## config.mk

```make
export PLATFORM = sky130hd
export DESIGN_NAME = usb_standard_request_decoder_unit
export DESIGN_NICKNAME = d
export VERILOG_FILES = /design/src/design/usrd_pkg.sv /design/src/design/usrd_decode.sv /design/src/design/usb_standard_request_decoder_unit.sv
export SDC_FILE = /design/constraint.sdc
export NUM_CORES = 1
export LEC_CHECK = 0
export BUFFER_PORTS_ARGS = -buffer_cell sky130_fd_sc_hd__buf_2
export CAP_MARGIN = 20
export CORE_MARGIN = 4
export CORE_UTILIZATION = 47
export DETAILED_ROUTE_END_ITERATION = 10
export GPL_TIMING_DRIVEN = 0
export PLACE_DENSITY = 0.76
export SYNTH_ARGS = -nofsm -noshare
export SYNTH_HDL_FRONTEND = slang
export SYNTH_SLANG_ARGS = --single-unit
```

## constraint.sdc

```tcl
create_clock -name clk -period 2.43 [get_ports clk]
set_clock_uncertainty 0.2 [all_clocks]
set_input_delay 0.243 -clock clk [delete_from_list [all_inputs] [get_ports clk]]
set_output_delay 0.243 -clock clk [all_outputs]
set_load 0.01 [all_outputs]
```

## src/design/usrd_pkg.sv

```systemverilog
// ----------------------------------------------------------------------------
// USB standard request decoder package
// Shared types, request codes and the endpoint halt slot lookup.
// ----------------------------------------------------------------------------
`default_nettype none

package usrd_pkg;

  // Number of endpoint halt bits kept by the block.
  localparam int NUM_HALT = 7;

  // Stream widths, padded to whole bytes.
  localparam int S_TDATA_W = 56;
  localparam int M_TDATA_W = 16;

  // Response given for one setup packet.
  typedef enum logic [2:0] {
    ACT_NONE  = 3'd0,
    ACT_ACK   = 3'd1,
    ACT_STALL = 3'd2,
    ACT_REPLY = 3'd3,
    ACT_APP   = 3'd4
  } action_t;

  // bmRequestType values that are decoded.
  localparam logic [7:0] RT_DEV_OUT = 8'h00;
  localparam logic [7:0] RT_IFC_OUT = 8'h01;
  localparam logic [7:0] RT_EP_OUT  = 8'h02;
  localparam logic [7:0] RT_DEV_IN  = 8'h80;
  localparam logic [7:0] RT_IFC_IN  = 8'h81;
  localparam logic [7:0] RT_EP_IN   = 8'h82;

  // bRequest values.
  localparam logic [7:0] RQ_GET_STATUS = 8'd0;
  localparam logic [7:0] RQ_CLEAR_FEAT = 8'd1;
  localparam logic [7:0] RQ_SET_FEAT   = 8'd3;
  localparam logic [7:0] RQ_GET_DESC   = 8'd6;
  localparam logic [7:0] RQ_GET_CONFIG = 8'd8;
  localparam logic [7:0] RQ_SET_CONFIG = 8'd9;
  localparam logic [7:0] RQ_GET_IFACE  = 8'd10;
  localparam logic [7:0] RQ_SET_IFACE  = 8'd11;

  // Feature selectors.
  localparam logic [15:0] FEAT_EP_HALT   = 16'd0;
  localparam logic [15:0] FEAT_WAKEUP    = 16'd1;
  localparam logic [15:0] FEAT_TEST_MODE = 16'd2;

  // One setup packet, request_type in the lowest bits.
  typedef struct packed {
    logic        app_accepts;
    logic [15:0] request_index;
    logic [15:0] request_value;
    logic [7:0]  request_code;
    logic [7:0]  request_type;
  } request_t;

  // One result item, action in the lowest bits.
  typedef struct packed {
    logic [4:0] toggle_endpoint;
    logic       toggle_reset_valid;
    logic [1:0] reply_low_byte;
    action_t    action;
  } result_t;

  // Halt slot lookup result.
  typedef struct packed {
    logic       hit;
    logic [2:0] idx;
  } slot_t;

  // Map an endpoint address to its halt bit; IN and OUT share a bit except on EP1.
  function automatic slot_t halt_slot(input logic [7:0] addr);
    slot_t s;
    s.hit = 1'b1;
    s.idx = 3'd0;
    case (addr)
      8'h00, 8'h80: s.idx = 3'd0;
      8'h01:        s.idx = 3'd1;
      8'h81:        s.idx = 3'd2;
      8'h02, 8'h82: s.idx = 3'd3;
      8'h04, 8'h84: s.idx = 3'd4;
      8'h06, 8'h86: s.idx = 3'd5;
      8'h08, 8'h88: s.idx = 3'd6;
      default:      s.hit = 1'b0;
    endcase
    return s;
  endfunction

endpackage

`default_nettype wire

```

## src/design/usrd_decode.sv

```systemverilog
// ----------------------------------------------------------------------------
// USB standard request decode
// Decodes one registered setup packet and keeps the wakeup and halt state.
// ----------------------------------------------------------------------------
`default_nettype none

module usrd_decode (
  input  wire logic              clk,
  input  wire logic              rst,
  input  wire logic              advance,       // packet moves to the result register
  input  wire logic              self_powered,
  input  wire usrd_pkg::request_t req,
  output usrd_pkg::result_t      result
);

  logic                          remote_wakeup;
  logic                          remote_wakeup_next;
  logic [usrd_pkg::NUM_HALT-1:0] halted;
  logic [usrd_pkg::NUM_HALT-1:0] halted_next;

  usrd_pkg::slot_t               slot;
  logic [usrd_pkg::NUM_HALT-1:0] slot_mask;
  logic [7:0]                    addr;

  assign addr      = req.request_index[7:0];
  assign slot      = usrd_pkg::halt_slot(addr);
  assign slot_mask = usrd_pkg::NUM_HALT'(1) << slot.idx;

  // Request decode and next state.
  always_comb begin
    result             = '0;
    result.action      = usrd_pkg::ACT_APP;
    remote_wakeup_next = remote_wakeup;
    halted_next        = halted;

    if (req.request_type == usrd_pkg::RT_DEV_IN && req.request_code == usrd_pkg::RQ_GET_DESC) begin
      result.action = usrd_pkg::ACT_APP;
    end else if (req.request_type == usrd_pkg::RT_DEV_OUT &&
                 req.request_code == usrd_pkg::RQ_SET_CONFIG) begin
      result.action = req.app_accepts ? usrd_pkg::ACT_ACK : usrd_pkg::ACT_STALL;
    end else if (req.request_type == usrd_pkg::RT_DEV_IN &&
                 req.request_code == usrd_pkg::RQ_GET_CONFIG) begin
      result.action = usrd_pkg::ACT_APP;
    end else if (req.request_type == usrd_pkg::RT_IFC_OUT &&
                 req.request_code == usrd_pkg::RQ_SET_IFACE) begin
      result.action = req.app_accepts ? usrd_pkg::ACT_ACK : usrd_pkg::ACT_STALL;
    end else if (req.request_type == usrd_pkg::RT_IFC_IN &&
                 req.request_code == usrd_pkg::RQ_GET_IFACE) begin
      result.action = usrd_pkg::ACT_APP;
    end else if (req.request_type == usrd_pkg::RT_DEV_OUT &&
                 req.request_code == usrd_pkg::RQ_SET_FEAT) begin
      // Device feature: remote wakeup is latched, test mode is only acknowledged.
      if (req.request_value == usrd_pkg::FEAT_WAKEUP) begin
        remote_wakeup_next = 1'b1;
        result.action      = usrd_pkg::ACT_ACK;
      end else if (req.request_value == usrd_pkg::FEAT_TEST_MODE) begin
        result.action = usrd_pkg::ACT_ACK;
      end else begin
        result.action = usrd_pkg::ACT_NONE;
      end
    end else if (req.request_type == usrd_pkg::RT_DEV_IN &&
                 req.request_code == usrd_pkg::RQ_GET_STATUS) begin
      result.action         = usrd_pkg::ACT_REPLY;
      result.reply_low_byte = {remote_wakeup, self_powered};
    end else if (req.request_type == usrd_pkg::RT_IFC_IN &&
                 req.request_code == usrd_pkg::RQ_GET_STATUS) begin
      result.action = usrd_pkg::ACT_REPLY;
    end else if (req.request_type == usrd_pkg::RT_EP_OUT &&
                 (req.request_code == usrd_pkg::RQ_SET_FEAT ||
                  req.request_code == usrd_pkg::RQ_CLEAR_FEAT)) begin
      // Endpoint halt set or clear; a clear that the application accepts also resets the data toggle.
      result.action = usrd_pkg::ACT_NONE;
      if (req.request_value == usrd_pkg::FEAT_EP_HALT && slot.hit) begin
        if (req.request_code == usrd_pkg::RQ_SET_FEAT) begin
          halted_next   = halted | slot_mask;
          result.action = usrd_pkg::ACT_ACK;
        end else if (req.app_accepts) begin
          halted_next               = halted & ~slot_mask;
          result.toggle_reset_valid = 1'b1;
          result.toggle_endpoint    = {addr[7], addr[3:0]};
          result.action             = usrd_pkg::ACT_ACK;
        end else begin
          result.action = usrd_pkg::ACT_STALL;
        end
      end
    end else if (req.request_type == usrd_pkg::RT_EP_IN &&
                 req.request_code == usrd_pkg::RQ_GET_STATUS) begin
      result.action = usrd_pkg::ACT_NONE;
      if (slot.hit) begin
        result.action         = usrd_pkg::ACT_REPLY;
        result.reply_low_byte = {1'b0, halted[slot.idx]};
      end
    end
  end

  // State is committed when the packet's result is registered.
  always_ff @(posedge clk) begin
    if (rst) begin
      remote_wakeup <= 1'b0;
      halted        <= '0;
    end else if (advance) begin
      remote_wakeup <= remote_wakeup_next;
      halted        <= halted_next;
    end
  end

endmodule

`default_nettype wire

```

## src/design/usb_standard_request_decoder_unit.sv

```systemverilog
// ----------------------------------------------------------------------------
// USB standard request decoder unit
// Answers USB chapter 9 standard requests from one setup packet per transfer.
// ----------------------------------------------------------------------------
// Each setup packet is taken into an input register, decoded by a short path
// against the remote-wakeup flag and seven endpoint halt bits, and its one
// result is held in an output register until the master side takes it. A new
// packet is accepted every cycle while results flow. A packet passes the input
// register and then, decoded, the output register; a stall on the master side
// can hold it in either. The self-powered bit is written over the cfg channel,
// which is always ready, and should only change while idle.
`default_nettype none

module usb_standard_request_decoder_unit (
  input  wire logic                            clk,
  input  wire logic                            rst,
  // Setup packets: request_type[7:0], request_code[15:8], request_value[31:16],
  // request_index[47:32], app_accepts[48], zero fill above.
  input  wire logic                            s_tvalid,
  output logic                                 s_tready,
  input  wire logic [usrd_pkg::S_TDATA_W-1:0]  s_tdata,
  // Results: action[2:0], reply_low_byte[4:3], toggle_reset_valid[5],
  // toggle_endpoint[10:6], zero fill above.
  output logic                                 m_tvalid,
  input  wire logic                            m_tready,
  output logic [usrd_pkg::M_TDATA_W-1:0]       m_tdata,
  // Configuration: self_powered.
  input  wire logic                            cfg_valid,
  output logic                                 cfg_ready,
  input  wire logic                            cfg_data
);

  localparam int REQ_W = $bits(usrd_pkg::request_t);
  localparam int RES_W = $bits(usrd_pkg::result_t);

  logic               in_valid;
  usrd_pkg::request_t in_req;
  logic               out_valid;
  usrd_pkg::result_t  out_res;
  usrd_pkg::result_t  dec_res;
  logic               advance;
  logic               self_powered;

  // Handshake between the two register stages.
  assign advance   = in_valid && (!out_valid || m_tready);
  assign s_tready  = !in_valid || advance;
  assign cfg_ready = 1'b1;

  // Configuration register.
  always_ff @(posedge clk) begin
    if (rst) begin
      self_powered <= 1'b0;
    end else if (cfg_valid) begin
      self_powered <= cfg_data;
    end
  end

  // Input register.
  always_ff @(posedge clk) begin
    if (rst) begin
      in_valid <= 1'b0;
    end else if (s_tready) begin
      in_valid <= s_tvalid;
    end
  end

  always_ff @(posedge clk) begin
    if (s_tvalid && s_tready) begin
      in_req <= usrd_pkg::request_t'(s_tdata[REQ_W-1:0]);
    end
  end

  usrd_decode u_decode (
    .clk          (clk),
    .rst          (rst),
    .advance      (advance),
    .self_powered (self_powered),
    .req          (in_req),
    .result       (dec_res)
  );

  // Output register.
  always_ff @(posedge clk) begin
    if (rst) begin
      out_valid <= 1'b0;
    end else if (advance) begin
      out_valid <= 1'b1;
    end else if (m_tready) begin
      out_valid <= 1'b0;
    end
  end

  always_ff @(posedge clk) begin
    if (advance) begin
      out_res <= dec_res;
    end
  end

  assign m_tvalid = out_valid;
  assign m_tdata  = {{(usrd_pkg::M_TDATA_W - RES_W){1'b0}}, out_res};

endmodule

`default_nettype wire

```

Word level (Yosys, flattened, before mapping). Index checks and enable logic that the tools add are counted.

Logic and storage cells: 115. Register bits: 63. Input port bits: 62.

Shifts and indexed selects: 1. Muxes and demuxes: 26. Equality and inequality tests: 25. Bitwise logic cells: 14. Magnitude comparators: 1. Reduce and logical (&&, ||, !) cells: 34.

Operators with widths (number): 8-bit equality test, second input constant (9); 8-bit by 4-bit equality test with 1-bit output, second input constant (5); 3-bit two-way mux (10); 8-bit by 1-bit equality test with 1-bit output, second input constant (3); 8-bit by 2-bit equality test with 1-bit output, second input constant (3); 8-bit by 3-bit equality test with 1-bit output, second input constant (3); 8-bit zero test (3); 12-bit OR reduction (2); 3-bit one-hot mux with 6 select lines (1); 16-bit by 1-bit equality test with 1-bit output, second input constant (1); 16-bit by 2-bit equality test with 1-bit output, second input constant (1); 16-bit zero test (1); 7-bit two-way mux (2); 1-bit logical AND (13); 12-bit AND reduction (1); 1-bit inverter (11); 11-bit OR reduction (1); 4-bit two-way mux (2); 8-bit AND reduction (1); 2-bit OR reduction (4); 7-bit bitwise AND (1); 7-bit inverter (1); 7-bit OR (1); 1-bit by 3-bit left shift with 7-bit output, first input constant (1); 10 further kinds (20).

Depth between registers and ports, before layout.
Word-level depth: 15. Depth in mapped cells: 7. Mapped depth without buffers: 5.

Hierarchy. A second synthesis with hierarchy kept.

Cells, all modules: 215. Area, all modules: 2992.9 um^2.

By module, submodules not included: usb_standard_request_decoder_unit (cells an instance 81, times used 1, area each 1991.9 um^2); usrd_decode (cells an instance 134, times used 1, area each 1001.0 um^2).

Worst setup path before layout. Ideal clock, no wire load.

Path type: reg2reg. Start: reg in_req[34] in the netlist's numbering. End: reg out_res (netlist bit m_tdata[3]), data pin. Path slack: -60 ps. Clock period less this slack: 2490 ps. Arrival time: 2033 ps. Stages on the path, launching flop included: 7. Data required time: 1974 ps. Path buffers: 1. Cell sequence: edfxtp_1 -> buf_2 -> or4b_1 -> a21oi_1 -> mux2_1 -> o311a_1 -> a22o_1.

Longest elaborated chain between the ends: 10.

Ends and longest elaborated chain: from (decl) (line usb_standard_request_decoder_unit.sv:37) `usrd_pkg::request_t in_req;`; from (signal assigned) (line usb_standard_request_decoder_unit.sv:69) `in_req <= usrd_pkg::request_t'(s_tdata[REQ_W-1:0]);`; 8-bit by 4-bit equality test with 1-bit output (tied with other cells) (line usrd_pkg.sv:76) `case (addr)`; 2-bit OR reduction; 3-bit one-hot mux with 6 select lines (line usrd_pkg.sv:76); 1-bit binary-select mux with 3-bit select (line usrd_decode.sv:91) `result.reply_low_byte = {1'b0, halted[slot.idx]};`; 1-bit two-way mux (implied by the code) (line usrd_decode.sv:91); 4-bit two-way mux (*) (line usrd_decode.sv:89) `if (slot.hit) begin`; 4-bit two-way mux (*) (line usrd_decode.sv:86) `end else if (req.request_type == usrd_pkg::RT_EP_IN &&`; 2-bit two-way mux (*) (line usrd_decode.sv:68) `end else if (req.request_type == usrd_pkg::RT_EP_OUT &&`; 2-bit two-way mux (*) (line usrd_decode.sv:65) `end else if (req.request_type == usrd_pkg::RT_IFC_IN &&`; 5-bit two-way mux (*) (line usrd_decode.sv:61) `end else if (req.request_type == usrd_pkg::RT_DEV_IN &&`; to (signal assigned) (line usb_standard_request_decoder_unit.sv:95) `out_res <= dec_res;`; to (decl) (line usb_standard_request_decoder_unit.sv:39) `usrd_pkg::result_t out_res;`.

Mark *: on every way between the ends. The rest lies on a longest branch, timed or not. The select of a mux whose other input is x is not followed. A chain may end at the register's enable or synchronous reset.

Worst setup path in the final report.
Start: reg in_req[38] in the netlist's numbering. End: reg out_res (netlist bit m_tdata[3]), data pin.

Same word-level chain as after synthesis.

==> results.toml <==
[synthesis]
syn_inst = 237
avgSynthCellArea_um2 = 12.25
seq_area_frac_synth_pct = 61.35
synth_cell_types = 53
ys.flop_type = "edfxtp_1"
netlist_area_um2 = 2904
async_flop_share_pct = 0
synth-edff-count = 52
ys_warn_count = 0
synth_seq_cells = 63

[placement]
pre_cts_ws_ps = -147.9
dp_hpwl_mm = 4.108
gp_congestion = 0.9082
portBuffers = 59

[final_layout]
area_growth_pct = 40.50
layout_commonest_cell = "buf_2"
final_cell_mix = "61 x buf_2, 52 x edfxtp_1, 44 x dlygate4sd3_1, 20 x nor2_1, 14 x buf_4"
final_layout_size_suffix_gt1_share_pct = 30.25
nets = 424

[timing]
setup_ws_ps = 16.73
fin_crit_sh_pct = 99.31
fmax_mhz = 414.4
slew_viol_final = 0
finalCriticalPeriod_ps = 2413
hold_viol_final = 0
finalSetupViolations = 0
timing.slew.headroom_pct = 41.78
worstMarginPinSlew_ps = 873.3
setup_tns_ps = 0
rsz0062_at_grt = "yes"

[clock_network]
cts_tree = "built"
numCtsBuffers = 9
clock_path_buffers = 2
path_clk_slew_ps = 60
cts-root-buf = "clkbuf_8"
htreeDepth = 3
insertion_delay_ps = 330
clock-sinks = 63

[critical_path]
slowest_stage = "or4_4"
crit_required_ps = 2320
reg2reg_slack_ps = 20
cp_num_buf_inv = 0
worstPathMaxFanout = 5
start_kind = "flop"
path_cells = "or4_4 -> a21oi_4 -> mux2_4 -> o311a_1 -> a22o_1"
critPathMaxStageDelay_ps = 590
critPathKind = "reg -> reg"
crit_arrival_ps = 2300
crit_family = "compound AO/OA/AOI/OAI gates"
crit_path_end_kind = "flop"

[floorplanning]
die_x_um = 86.61
core_area_um2 = 5956
start_util_pct = 48.76
rows = 28
die_area_um2 = 7500
pin_count = 81
die_height_um = 86.61

[power]
ir_drop_v = 0.0003461
p_per_area_nw_per_um2 = 544.5
cellLeakagePower_nw = 1.482

[detailed_routing]
vias = 2337
postRouteAntennaNets = 0
drt_iter0_markers = 217
routed_wl_mm = 6.758
drc = 0
wl_per_cell_um = 15.26
firstDrtPassIters = 4
viasPerCell = 5.275

[grt]
antenna_found_initial = 0
grt_max_degree = 42
grt_pass1_wl_mm = 10.50
grt_overflow = 0
grt_pass1_vias = 2226
grtUsageTotal_pct = 18.75

[job]
cap_violations = 0

[min_path]
hp-class = "in -> reg"

[outcome]
status = "finished, final reports clean"
-- layout make-up --
cell class	count	area [µm²]
diodes	1	2.502
plain buffers	12	72.57
multi-input cells	164	1174
repair buffers	111	795.8
flip-flops and latches	63	1782
clock inverters	5	25.02
fillers	448	1876
well taps	75	93.84
clock buffers	11	131.4
inverters	1	3.754
-- power breakdown --
part / leakage, nW / internal, W / switching (W) / total (W)
Clock: 0.0782 / 0.000359 / 0.000378 / 0.000738
Combinational: 0.818 / 0.000123 / 0.0000986 / 0.000222
Sequential: 0.585 / 0.00123 / 0.0000353 / 0.00126
-- what timing repair did --
action / 4_1_cts / 5_1_grt
hold buffers: 44 / 0
endpoints found under the setup margin: 6 / 12
buffers inserted: 2 / 6
pin swaps: 3 / 6
gates resized for setup: 7 / 17
hold endpoints to repair: 43 / 0
-- stage by stage --
step	power [W]	util [%]	hold WS (ps)	area (µm²)	cells
after CTS	0.002222	66.58	20.75	3965	437
after detailed placement	0.001426	55.69	221.1	3317	375
after global placement	0.001421	55.67	219.7	3316	375
after global routing	0.002317	68.47	60.27	4078	442
after floorplan	0.001358	-	141.9	2927	241
final	0.002222	68.51	43.28	4080	443
-- worst register-to-register path: cells and delay by family, from the launching register on --
kind	cells	cell delay, ps
AO/OA/AOI/OAI	3	630
flip-flops	1	430
multiplexers	1	320
AND/OR/NAND/NOR	1	590
-- logic make-up (layout without fill, tap and decap cells) --
kind of cell              after synthesis  count (layout)  share of synthesized area, %
xor gates and xnor gates                3               3                        0.9049
DFF                                    63              63                         61.35
muxes                                   4               4                         1.422
and+or+nand+nor                       113             113                         23.70
AOI/OAI and AO/OA                      38              38                         9.651
buffers and inverters                  14             140                         2.714
other                                   2               7                        0.2586
-- worst paths after layout --
kind,startpoint,end,cells past startpoint
worst max-delay path,in_req[38],m_tdata[3],5
worst min-delay path,rst,flop,3
worst max register to register,in_req[38],m_tdata[3],5
worst min register to register,flop,flop,2
-- Yosys cell counts (4+ instances only) --
library cell | n | area, µm²
nor3_1 | 6 | 30.03
nor2_1 | 20 | 75.07
and2_1 | 8 | 50.05
dfxtp_1 | 11 | 220.2
a21oi_1 | 5 | 25.02
clkbuf_1 | 4 | 15.01
nand2_1 | 12 | 45.04
buf_4 | 6 | 45.04
edfxtp_1 | 52 | 1562
nand3_1 | 4 | 20.02
o21ai_0 | 9 | 45.04
nand2b_1 | 12 | 75.07
nand4_1 | 8 | 50.05
nor4_1 | 12 | 75.07
-- metal layers --
layer  part of all wire (%)  track usage [%]  wire [µm]
met5                      0                0          0
met1                     40            22.22       2686
met2                     53            31.71       3555
met3                    5.5            4.087        372
met4                    2.1            10.06        143
Power figures use the tool's default switching activity.
